**src/rtl/core/ffha_pkg.sv**
```systemverilog
`timescale 1ns / 1ps
package ffha_pkg;

  localparam int unsigned OP_W     = 2;
  localparam int unsigned REQ_W    = 16;
  localparam int unsigned ADDR_W   = 12;
  localparam int unsigned MIN_SPLIT_DATA = 8;

  typedef enum logic [1:0] {
    OP_ALLOC   = 2'd0,
    OP_FREE    = 2'd1,
    OP_REALLOC = 2'd2,
    OP_NONE    = 2'd3
  } op_e;

  typedef enum logic [2:0] {
    WR_NONE,
    WR_TAIL,
    WR_HEAD,
    WR_USE,
    WR_BLK,
    WR_MERGE
  } wr_sel_e;

  typedef enum logic [1:0] {
    RES_KEEP,
    RES_BLOCK,
    RES_ADDR
  } res_sel_e;

  typedef enum logic [4:0] {
    S_IDLE,
    S_DISP,
    S_A_RD,
    S_A_CAP,
    S_A_EVAL,
    S_A_TAIL,
    S_A_HEAD,
    S_F_RD,
    S_F_CAP,
    S_F_EVAL,
    S_R_TAIL,
    S_R_HEAD,
    S_FREE_BLK,
    S_M_RD,
    S_M_CAP,
    S_M_NX,
    S_M_NCAP,
    S_M_EVAL,
    S_DONE
  } state_e;

  typedef struct packed {
    logic     load;
    logic     rd;
    logic     rd_nx;
    logic     cap_cur;
    logic     cap_nx;
    logic     adv;
    logic     adv_nx;
    logic     pos_zero;
    logic     set_blk;
    wr_sel_e  wr_sel;
    res_sel_e res_sel;
    logic     out_load;
  } cmd_t;

  typedef struct packed {
    op_e  op;
    logic size_zero;
    logic addr_zero;
    logic end_pos;
    logic cur_free;
    logic fits;
    logic split_ok;
    logic match;
    logic nx_end;
    logic nx_free;
    logic out_busy;
  } status_t;

endpackage

```
**src/rtl/core/ffha_ctrl.sv**
```systemverilog
`timescale 1ns / 1ps
module ffha_ctrl (
  input  logic              clk_i,
  input  logic              rst_ni,
  input  logic              in_valid_i,
  output logic              in_stall_o,
  input  ffha_pkg::status_t sts_i,
  output ffha_pkg::cmd_t    cmd_o
);

  ffha_pkg::state_e state_q, state_d;

  always_ff @(posedge clk_i or negedge rst_ni) begin
    if (!rst_ni) begin
      state_q <= ffha_pkg::S_IDLE;
    end else begin
      state_q <= state_d;
    end
  end

  always_comb begin
    logic realloc_move;
    realloc_move = (sts_i.op == ffha_pkg::OP_REALLOC) && !sts_i.addr_zero;
    state_d    = state_q;
    cmd_o      = '0;
    in_stall_o = (state_q != ffha_pkg::S_IDLE);
    case (state_q)
      ffha_pkg::S_IDLE: begin
        if (in_valid_i) begin
          cmd_o.load = 1'b1;
          state_d    = ffha_pkg::S_DISP;
        end
      end
      ffha_pkg::S_DISP: begin
        case (sts_i.op)
          ffha_pkg::OP_ALLOC: begin
            state_d = sts_i.size_zero ? ffha_pkg::S_DONE : ffha_pkg::S_A_RD;
          end
          ffha_pkg::OP_FREE: begin
            state_d = sts_i.addr_zero ? ffha_pkg::S_DONE : ffha_pkg::S_F_RD;
          end
          ffha_pkg::OP_REALLOC: begin
            if (!sts_i.addr_zero) begin
              state_d = ffha_pkg::S_F_RD;
            end else begin
              state_d = sts_i.size_zero ? ffha_pkg::S_DONE : ffha_pkg::S_A_RD;
            end
          end
          default: state_d = ffha_pkg::S_DONE;
        endcase
      end
      ffha_pkg::S_A_RD: begin
        if (sts_i.end_pos) begin
          state_d = ffha_pkg::S_DONE;
        end else begin
          cmd_o.rd = 1'b1;
          state_d  = ffha_pkg::S_A_CAP;
        end
      end
      ffha_pkg::S_A_CAP: begin
        cmd_o.cap_cur = 1'b1;
        state_d       = ffha_pkg::S_A_EVAL;
      end
      ffha_pkg::S_A_EVAL: begin
        if (sts_i.cur_free && sts_i.fits) begin
          if (sts_i.split_ok) begin
            state_d = ffha_pkg::S_A_TAIL;
          end else begin
            cmd_o.wr_sel  = ffha_pkg::WR_USE;
            cmd_o.res_sel = ffha_pkg::RES_BLOCK;
            state_d = realloc_move ? ffha_pkg::S_FREE_BLK : ffha_pkg::S_DONE;
          end
        end else begin
          cmd_o.adv = 1'b1;
          state_d   = ffha_pkg::S_A_RD;
        end
      end
      ffha_pkg::S_A_TAIL: begin
        cmd_o.wr_sel = ffha_pkg::WR_TAIL;
        state_d      = ffha_pkg::S_A_HEAD;
      end
      ffha_pkg::S_A_HEAD: begin
        cmd_o.wr_sel  = ffha_pkg::WR_HEAD;
        cmd_o.res_sel = ffha_pkg::RES_BLOCK;
        state_d = realloc_move ? ffha_pkg::S_FREE_BLK : ffha_pkg::S_DONE;
      end
      ffha_pkg::S_F_RD: begin
        if (sts_i.end_pos) begin
          state_d = ffha_pkg::S_DONE;
        end else begin
          cmd_o.rd = 1'b1;
          state_d  = ffha_pkg::S_F_CAP;
        end
      end
      ffha_pkg::S_F_CAP: begin
        cmd_o.cap_cur = 1'b1;
        state_d       = ffha_pkg::S_F_EVAL;
      end
      ffha_pkg::S_F_EVAL: begin
        if (sts_i.match) begin
          cmd_o.set_blk = 1'b1;
          if ((sts_i.op == ffha_pkg::OP_FREE) || sts_i.size_zero) begin
            state_d = ffha_pkg::S_FREE_BLK;
          end else if (sts_i.cur_free) begin
            state_d = ffha_pkg::S_DONE;
          end else if (sts_i.fits) begin
            if (sts_i.split_ok) begin
              state_d = ffha_pkg::S_R_TAIL;
            end else begin
              cmd_o.res_sel = ffha_pkg::RES_ADDR;
              state_d       = ffha_pkg::S_DONE;
            end
          end else begin
            // Too small: look for a new block, the old one is freed once a new one is found.
            cmd_o.pos_zero = 1'b1;
            state_d        = ffha_pkg::S_A_RD;
          end
        end else begin
          cmd_o.adv = 1'b1;
          state_d   = ffha_pkg::S_F_RD;
        end
      end
      ffha_pkg::S_R_TAIL: begin
        cmd_o.wr_sel = ffha_pkg::WR_TAIL;
        state_d      = ffha_pkg::S_R_HEAD;
      end
      ffha_pkg::S_R_HEAD: begin
        cmd_o.wr_sel  = ffha_pkg::WR_HEAD;
        cmd_o.res_sel = ffha_pkg::RES_ADDR;
        state_d       = ffha_pkg::S_DONE;
      end
      ffha_pkg::S_FREE_BLK: begin
        cmd_o.wr_sel   = ffha_pkg::WR_BLK;
        cmd_o.pos_zero = 1'b1;
        state_d        = ffha_pkg::S_M_RD;
      end
      ffha_pkg::S_M_RD: begin
        cmd_o.rd = 1'b1;
        state_d  = ffha_pkg::S_M_CAP;
      end
      ffha_pkg::S_M_CAP: begin
        cmd_o.cap_cur = 1'b1;
        state_d       = ffha_pkg::S_M_NX;
      end
      ffha_pkg::S_M_NX: begin
        if (sts_i.nx_end) begin
          state_d = ffha_pkg::S_DONE;
        end else begin
          cmd_o.rd    = 1'b1;
          cmd_o.rd_nx = 1'b1;
          state_d     = ffha_pkg::S_M_NCAP;
        end
      end
      ffha_pkg::S_M_NCAP: begin
        cmd_o.cap_nx = 1'b1;
        state_d      = ffha_pkg::S_M_EVAL;
      end
      ffha_pkg::S_M_EVAL: begin
        // A merged block stays put so that its new neighbour is tried next.
        if (sts_i.cur_free && sts_i.nx_free) begin
          cmd_o.wr_sel = ffha_pkg::WR_MERGE;
        end else begin
          cmd_o.adv_nx = 1'b1;
        end
        state_d = ffha_pkg::S_M_NX;
      end
      ffha_pkg::S_DONE: begin
        if (!sts_i.out_busy) begin
          cmd_o.out_load = 1'b1;
          state_d        = ffha_pkg::S_IDLE;
        end
      end
      default: state_d = ffha_pkg::S_IDLE;
    endcase
  end

endmodule

```
**config.mk**
```make
export PLATFORM = sky130hd
export DESIGN_NAME = ffha_ctrl
export DESIGN_NICKNAME = d
export VERILOG_FILES = /design/src/rtl/core/ffha_pkg.sv /design/src/rtl/core/ffha_ctrl.sv
export SDC_FILE = /design/constraint.sdc
export NUM_CORES = 1
export LEC_CHECK = 0
export BUFFER_PORTS_ARGS = -buffer_cell sky130_fd_sc_hd__buf_2
export CORE_ASPECT_RATIO = 1.5
export CORE_MARGIN = 2
export CORE_UTILIZATION = 30
export CTS_CLUSTER_DIAMETER = 80
export DETAILED_ROUTE_END_ITERATION = 7
export GPL_TIMING_DRIVEN = 0
export PLACE_DENSITY_LB_ADDON = 0.15
export SLEW_MARGIN = 20
export SYNTH_ARGS = -nofsm -noshare
export SYNTH_HDL_FRONTEND = slang
export SYNTH_SLANG_ARGS = --single-unit
```
**constraint.sdc**
```tcl
create_clock -name clk_i -period 1.75 [get_ports clk_i]
set_clock_uncertainty 0.15 [all_clocks]
set_input_delay 0.0875 -clock clk_i [delete_from_list [all_inputs] [get_ports clk_i]]
set_output_delay 0.0875 -clock clk_i [all_outputs]
set_load 0.1 [all_outputs]
```
* Word level (Yosys, flattened, before mapping)
Index checks and enable logic that the tools add are counted.
** Word-level totals
- Bits in registers :: 5
- Input port bits :: 15
- Output and inout port bits :: 16
- Word-level logic and storage cells :: 86
** Operators by class
- Equal/unequal tests :: 22
- Multiplexer cells :: 49
- Reductions and logical operators :: 14
** Operators with widths (count)
- 5-bit case mux with 18 select lines :: 1
- 5-bit 2-to-1 mux :: 15
- 5-bit by 4-bit equality test with 1-bit output (second input constant) :: 8
- 5-bit by 3-bit equality test with 1-bit output (second input constant) :: 4
- 1-bit 2-to-1 mux :: 16
- 2-bit 2-to-1 mux :: 8
- 5-bit equality test (second input constant) :: 3
- 3-bit case mux with 5 select lines :: 1
- 5-bit case mux with 3 select lines :: 1
- 5-bit by 2-bit equality test with 1-bit output (second input constant) :: 2
- 4-bit 2-to-1 mux :: 2
- 2-bit case mux with 4 select lines :: 1
- 2-bit OR reduction :: 4
- 5-bit by 1-bit equality test with 1-bit output (second input constant) :: 1
- 5-bit zero test :: 1
- 5-bit nonzero test :: 1
- 2-bit != test (second input constant) :: 2
- 1-bit case mux with 2 select lines :: 2
- 1-bit logical AND :: 3
- 3-bit 2-to-1 mux :: 1
- 1-bit case mux with 3 select lines :: 1
- 3-bit OR reduction :: 1
- 2-bit by 1-bit equality test with 1-bit output (second input constant) :: 1
- 2-bit equality test (second input constant) :: 1
- other kinds (4) :: 4

* Depth between registers and ports, before layout
- Depth in word-level cells :: 6
- Depth in mapped cells :: 6
- Gate-level depth less buffers :: 4

* Worst setup path before layout
Ideal clock, no wire load.
- Path kind :: register to output
- Start point :: reg state_q[3]
- End point :: out cmd_o[0] (netlist bit)
- Arrival :: 3.712 ns
- Data required time :: 1.512 ns
- Slack :: -2.200 ns
- Cell stages (with the launch flop) :: 4
- Buffers on the path :: 1
- Cell sequence :: dfrtp_1 buf_2 or2_2 nor4_1
** RTL lines
- start, declared :: RTL line ffha_ctrl.sv:11 : ffha_pkg::state_e state_q, state_d;
- start signal, assigned :: RTL line ffha_ctrl.sv:15 : state_q <= ffha_pkg::S_IDLE;
- start signal, assigned :: RTL line ffha_ctrl.sv:17 : state_q <= state_d;
- end, declared :: RTL line ffha_ctrl.sv:8 : output ffha_pkg::cmd_t cmd_o

==> impl_metrics.tcl <==
set metrics [dict create \
    result_of_the_run "finished with violations" \
    failing_checks "negative setup slack" \
    grt_start_max_net_pins 11 \
    critPathLaunchType "flip-flop" \
    path_class "reg -> out" \
    floorplan.core_area_um2 2850 \
    largestRegisters "state_q (5)" \
    maximum_clock_insertion_buffer_count 2 \
    ant_nets 0 \
    post_cts_clock_slew_at_the_launch_and_capture_registers_of_the_worst_setup_and_hold_paths_ns 0.04 \
    rsz0062_at_grt "yes" \
    dp_slack_ns -0.364 \
    dr.first_iter.drc_count 69 \
    ys_seq_area_frac 0.143 \
    cts_made_buffers 3 \
    grt.met3_usage 0.0568 \
    setup_viol 17 \
    buf_inv_stages_crit_path 2 \
    top_level_ports 31 \
    drc 0 \
    synth_ff_type "sky130_fd_sc_hd__dfrtp_1" \
    final_common_cell "sky130_fd_sc_hd__buf_4" \
    grt_overflow_total 0 \
    fin_setup_tns_ns -1.58 \
    yosys.cell_types.count 50 \
    grt_antenna_before_repair 0 \
    most_used_routing_layer_in_global_routing "met2" \
    worst_path_dominant_cell_family "flip-flops" \
    cp.required_ns 1.51 \
    dr.pass1.iters 4 \
    avgViaCountPerCell 6.06 \
    via_count_of_the_first_global_routing_pass 1455 \
    htree_num_levels 1 \
    largest_register_ff_count 5 \
    worst_hold_path_type "in -> async" \
    fp.dieW_um 48.2 \
    io_buffers 30 \
    synth_edf_count 0 \
    initial_util 0.307 \
    asyncSetResetFlopFracSynth 1.00 \
    gpl.final_weighted_congestion 0.828 \
    wire_length_of_the_first_global_routing_pass_um 7130 \
    power_per_cell_area_nw_per_um2 1990 \
    max_clk_rate_mhz 517 \
    netlist.top_cell.by_area "sky130_fd_sc_hd__dfrtp_1" \
    clock_sink_count 5 \
    detailedPlacementHpwl_um 2620 \
    fp.dieArea_um2 3380 \
    global_route.usage.total 0.293 \
    cp.arrival_ns 1.70 \
    die_boundary_height_um 70.2 \
    timing_max_transition_violations_final 0 \
    cp_slowest_stage_delay_ns 0.47 \
    tritoncts "yes" \
    via_count 1526 \
    routed_wire_length_per_instance_um 20.4 \
    syn_inst 130 \
    synth_fp_nets 145 \
    dp.cells 199 \
    max_cap_viol_count 0 \
    yosys-top-cells-area "sky130_fd_sc_hd__dfrtp_1 14%, sky130_fd_sc_hd__nor2b_1 5.7%, sky130_fd_sc_hd__nand3_1 5.1%, sky130_fd_sc_hd__nor2_1 4.7%, sky130_fd_sc_hd__o21ai_0 4.6%" \
    tcrit_tclk_final 1.10 \
    area_delta_synth_final_pct 148 \
    final_wl_um 5140 \
    slew_headroom 0.611 \
    synthesis.area_per_instance_um2 6.75 \
    finalCriticalPeriod_ns 1.93 \
    core.rowCount 24 \
    critical_path.endpoint_type "primary output" \
    clock_insertion_delay_worst_skew_ns 0.23 \
    crit_chain "buf_4, nand2b_1, nor2_2, a31oi_2, o22ai_4, buf_12" \
    setup_slack_ns -0.184 \
    yosys_warnings 0 \
    power_mw 4.32 \
    synthDominantCellAreaShare 0.143 \
    post_synth_instance_area_um2 877 \
    ys_seq_elements 5 \
    leakagePower_nw 0.935 \
    largest_register "state_q" \
    antenna-diode-count 0 \
    final_cell_mix "41 x sky130_fd_sc_hd__buf_4, 15 x sky130_fd_sc_hd__buf_6, 14 x sky130_fd_sc_hd__buf_2" \
    fin_nets 229 \
    use_met2 0.475 \
    slowest_stage "sky130_fd_sc_hd__dfrtp_2" \
    final_layout_size_suffix_gt1_frac 0.662 \
    number_of_hold_slack_violations_in_the_final_timing_report 0 \
    top_fanout_value_on_the_critical_path 4 \
    worst_pin_slew_ns 0.583 \
    vdd.ir_drop.worst_uv 1170 \
    cts_root_buf "sky130_fd_sc_hd__clkbuf_8" \
    layoutNonFillerInstCount 252 \
    global_route_met1_usage 0.338 \
]
cells by family after synthesis:
kind of cell	count (synthesis)	synth area share
XOR/XNOR	1	0.00999
AND/OR/NAND/NOR	66	0.425
flip-flops	5	0.143
buffers and inverters	16	0.0784
AO/OA/AOI/OAI	42	0.344
final cells by class:
cell class | count | area (µm²)
Multi-Input combinational cell | 109 | 1040
Timing Repair Buffer | 79 | 761
Tap cell | 39 | 48.8
Sequential cell | 5 | 129
Buffer | 9 | 116
Fill cell | 196 | 682
Inverter | 7 | 26.3
Clock buffer | 4 | 45.0
cells in the mapped netlist (all sizes together), types with 2 or more instances:
library cell and count:
o21a 2, nand3 9, inv 7, nor2b 8, nand2 9, nor2 11, a21oi 5, nand4 2
a32oi 2, dfrtp 5, o21ai 8, buf 8, nor4 2, o211ai 3, o31ai 4, and3 2
o221ai 2, nor3b 2, nand2b 6, a31oi 2, nor3 5
worst paths after layout:
path / startpoint / slack [ns] / depth (start not counted) / endpoint
worst max-delay path: state_q[1] / -0.18 / 6 / cmd_o[3]
worst min-delay path: rst_ni / 0.05 / 2 / state_q[2]
worst max register to register: state_q[2] / -0.10 / 8 / state_q[4]
worst min register to register: state_q[0] / 0.72 / 4 / state_q[0]
max in group asynchronous: rst_ni / 1.26 / 2 / state_q[4]
min in group clk_i: in_valid_i / 0.07 / 4 / state_q[0]
power by group:
group,internal (mW),switching [mW],total [mW]
registers,0.178,0.0881,0.266
logic,1.72,2.11,3.83
clock network,0.157,0.0618,0.219
metal layers:
layer,vias up,share of wire
met2,93,0.53
met5,-,0
met1,751,0.36
li1,659,-
met3,23,0.064
met4,0,0.048
stage by stage:
stage | util | area [µm²] | hold slack [ns]
finish | 0.761 | 2170 | 0.0521
global route | 0.761 | 2170 | 0.0758
CTS | 0.686 | 1960 | 0.0574
detailed placement | 0.448 | 1280 | -0.247
global placement | 0.448 | 1280 | -0.250
floorplan | - | 1080 | -0.358
repair_timing:
action                     CTS  global route
pin swaps                   15            15
buffers inserted            36            12
resized for setup           90            30
hold buffers                 1             0
setup endpoints to repair   17            20
cloned                       1             0
hold endpoints to repair     5             0
No activity file was read; power rests on OpenSTA's default activity.
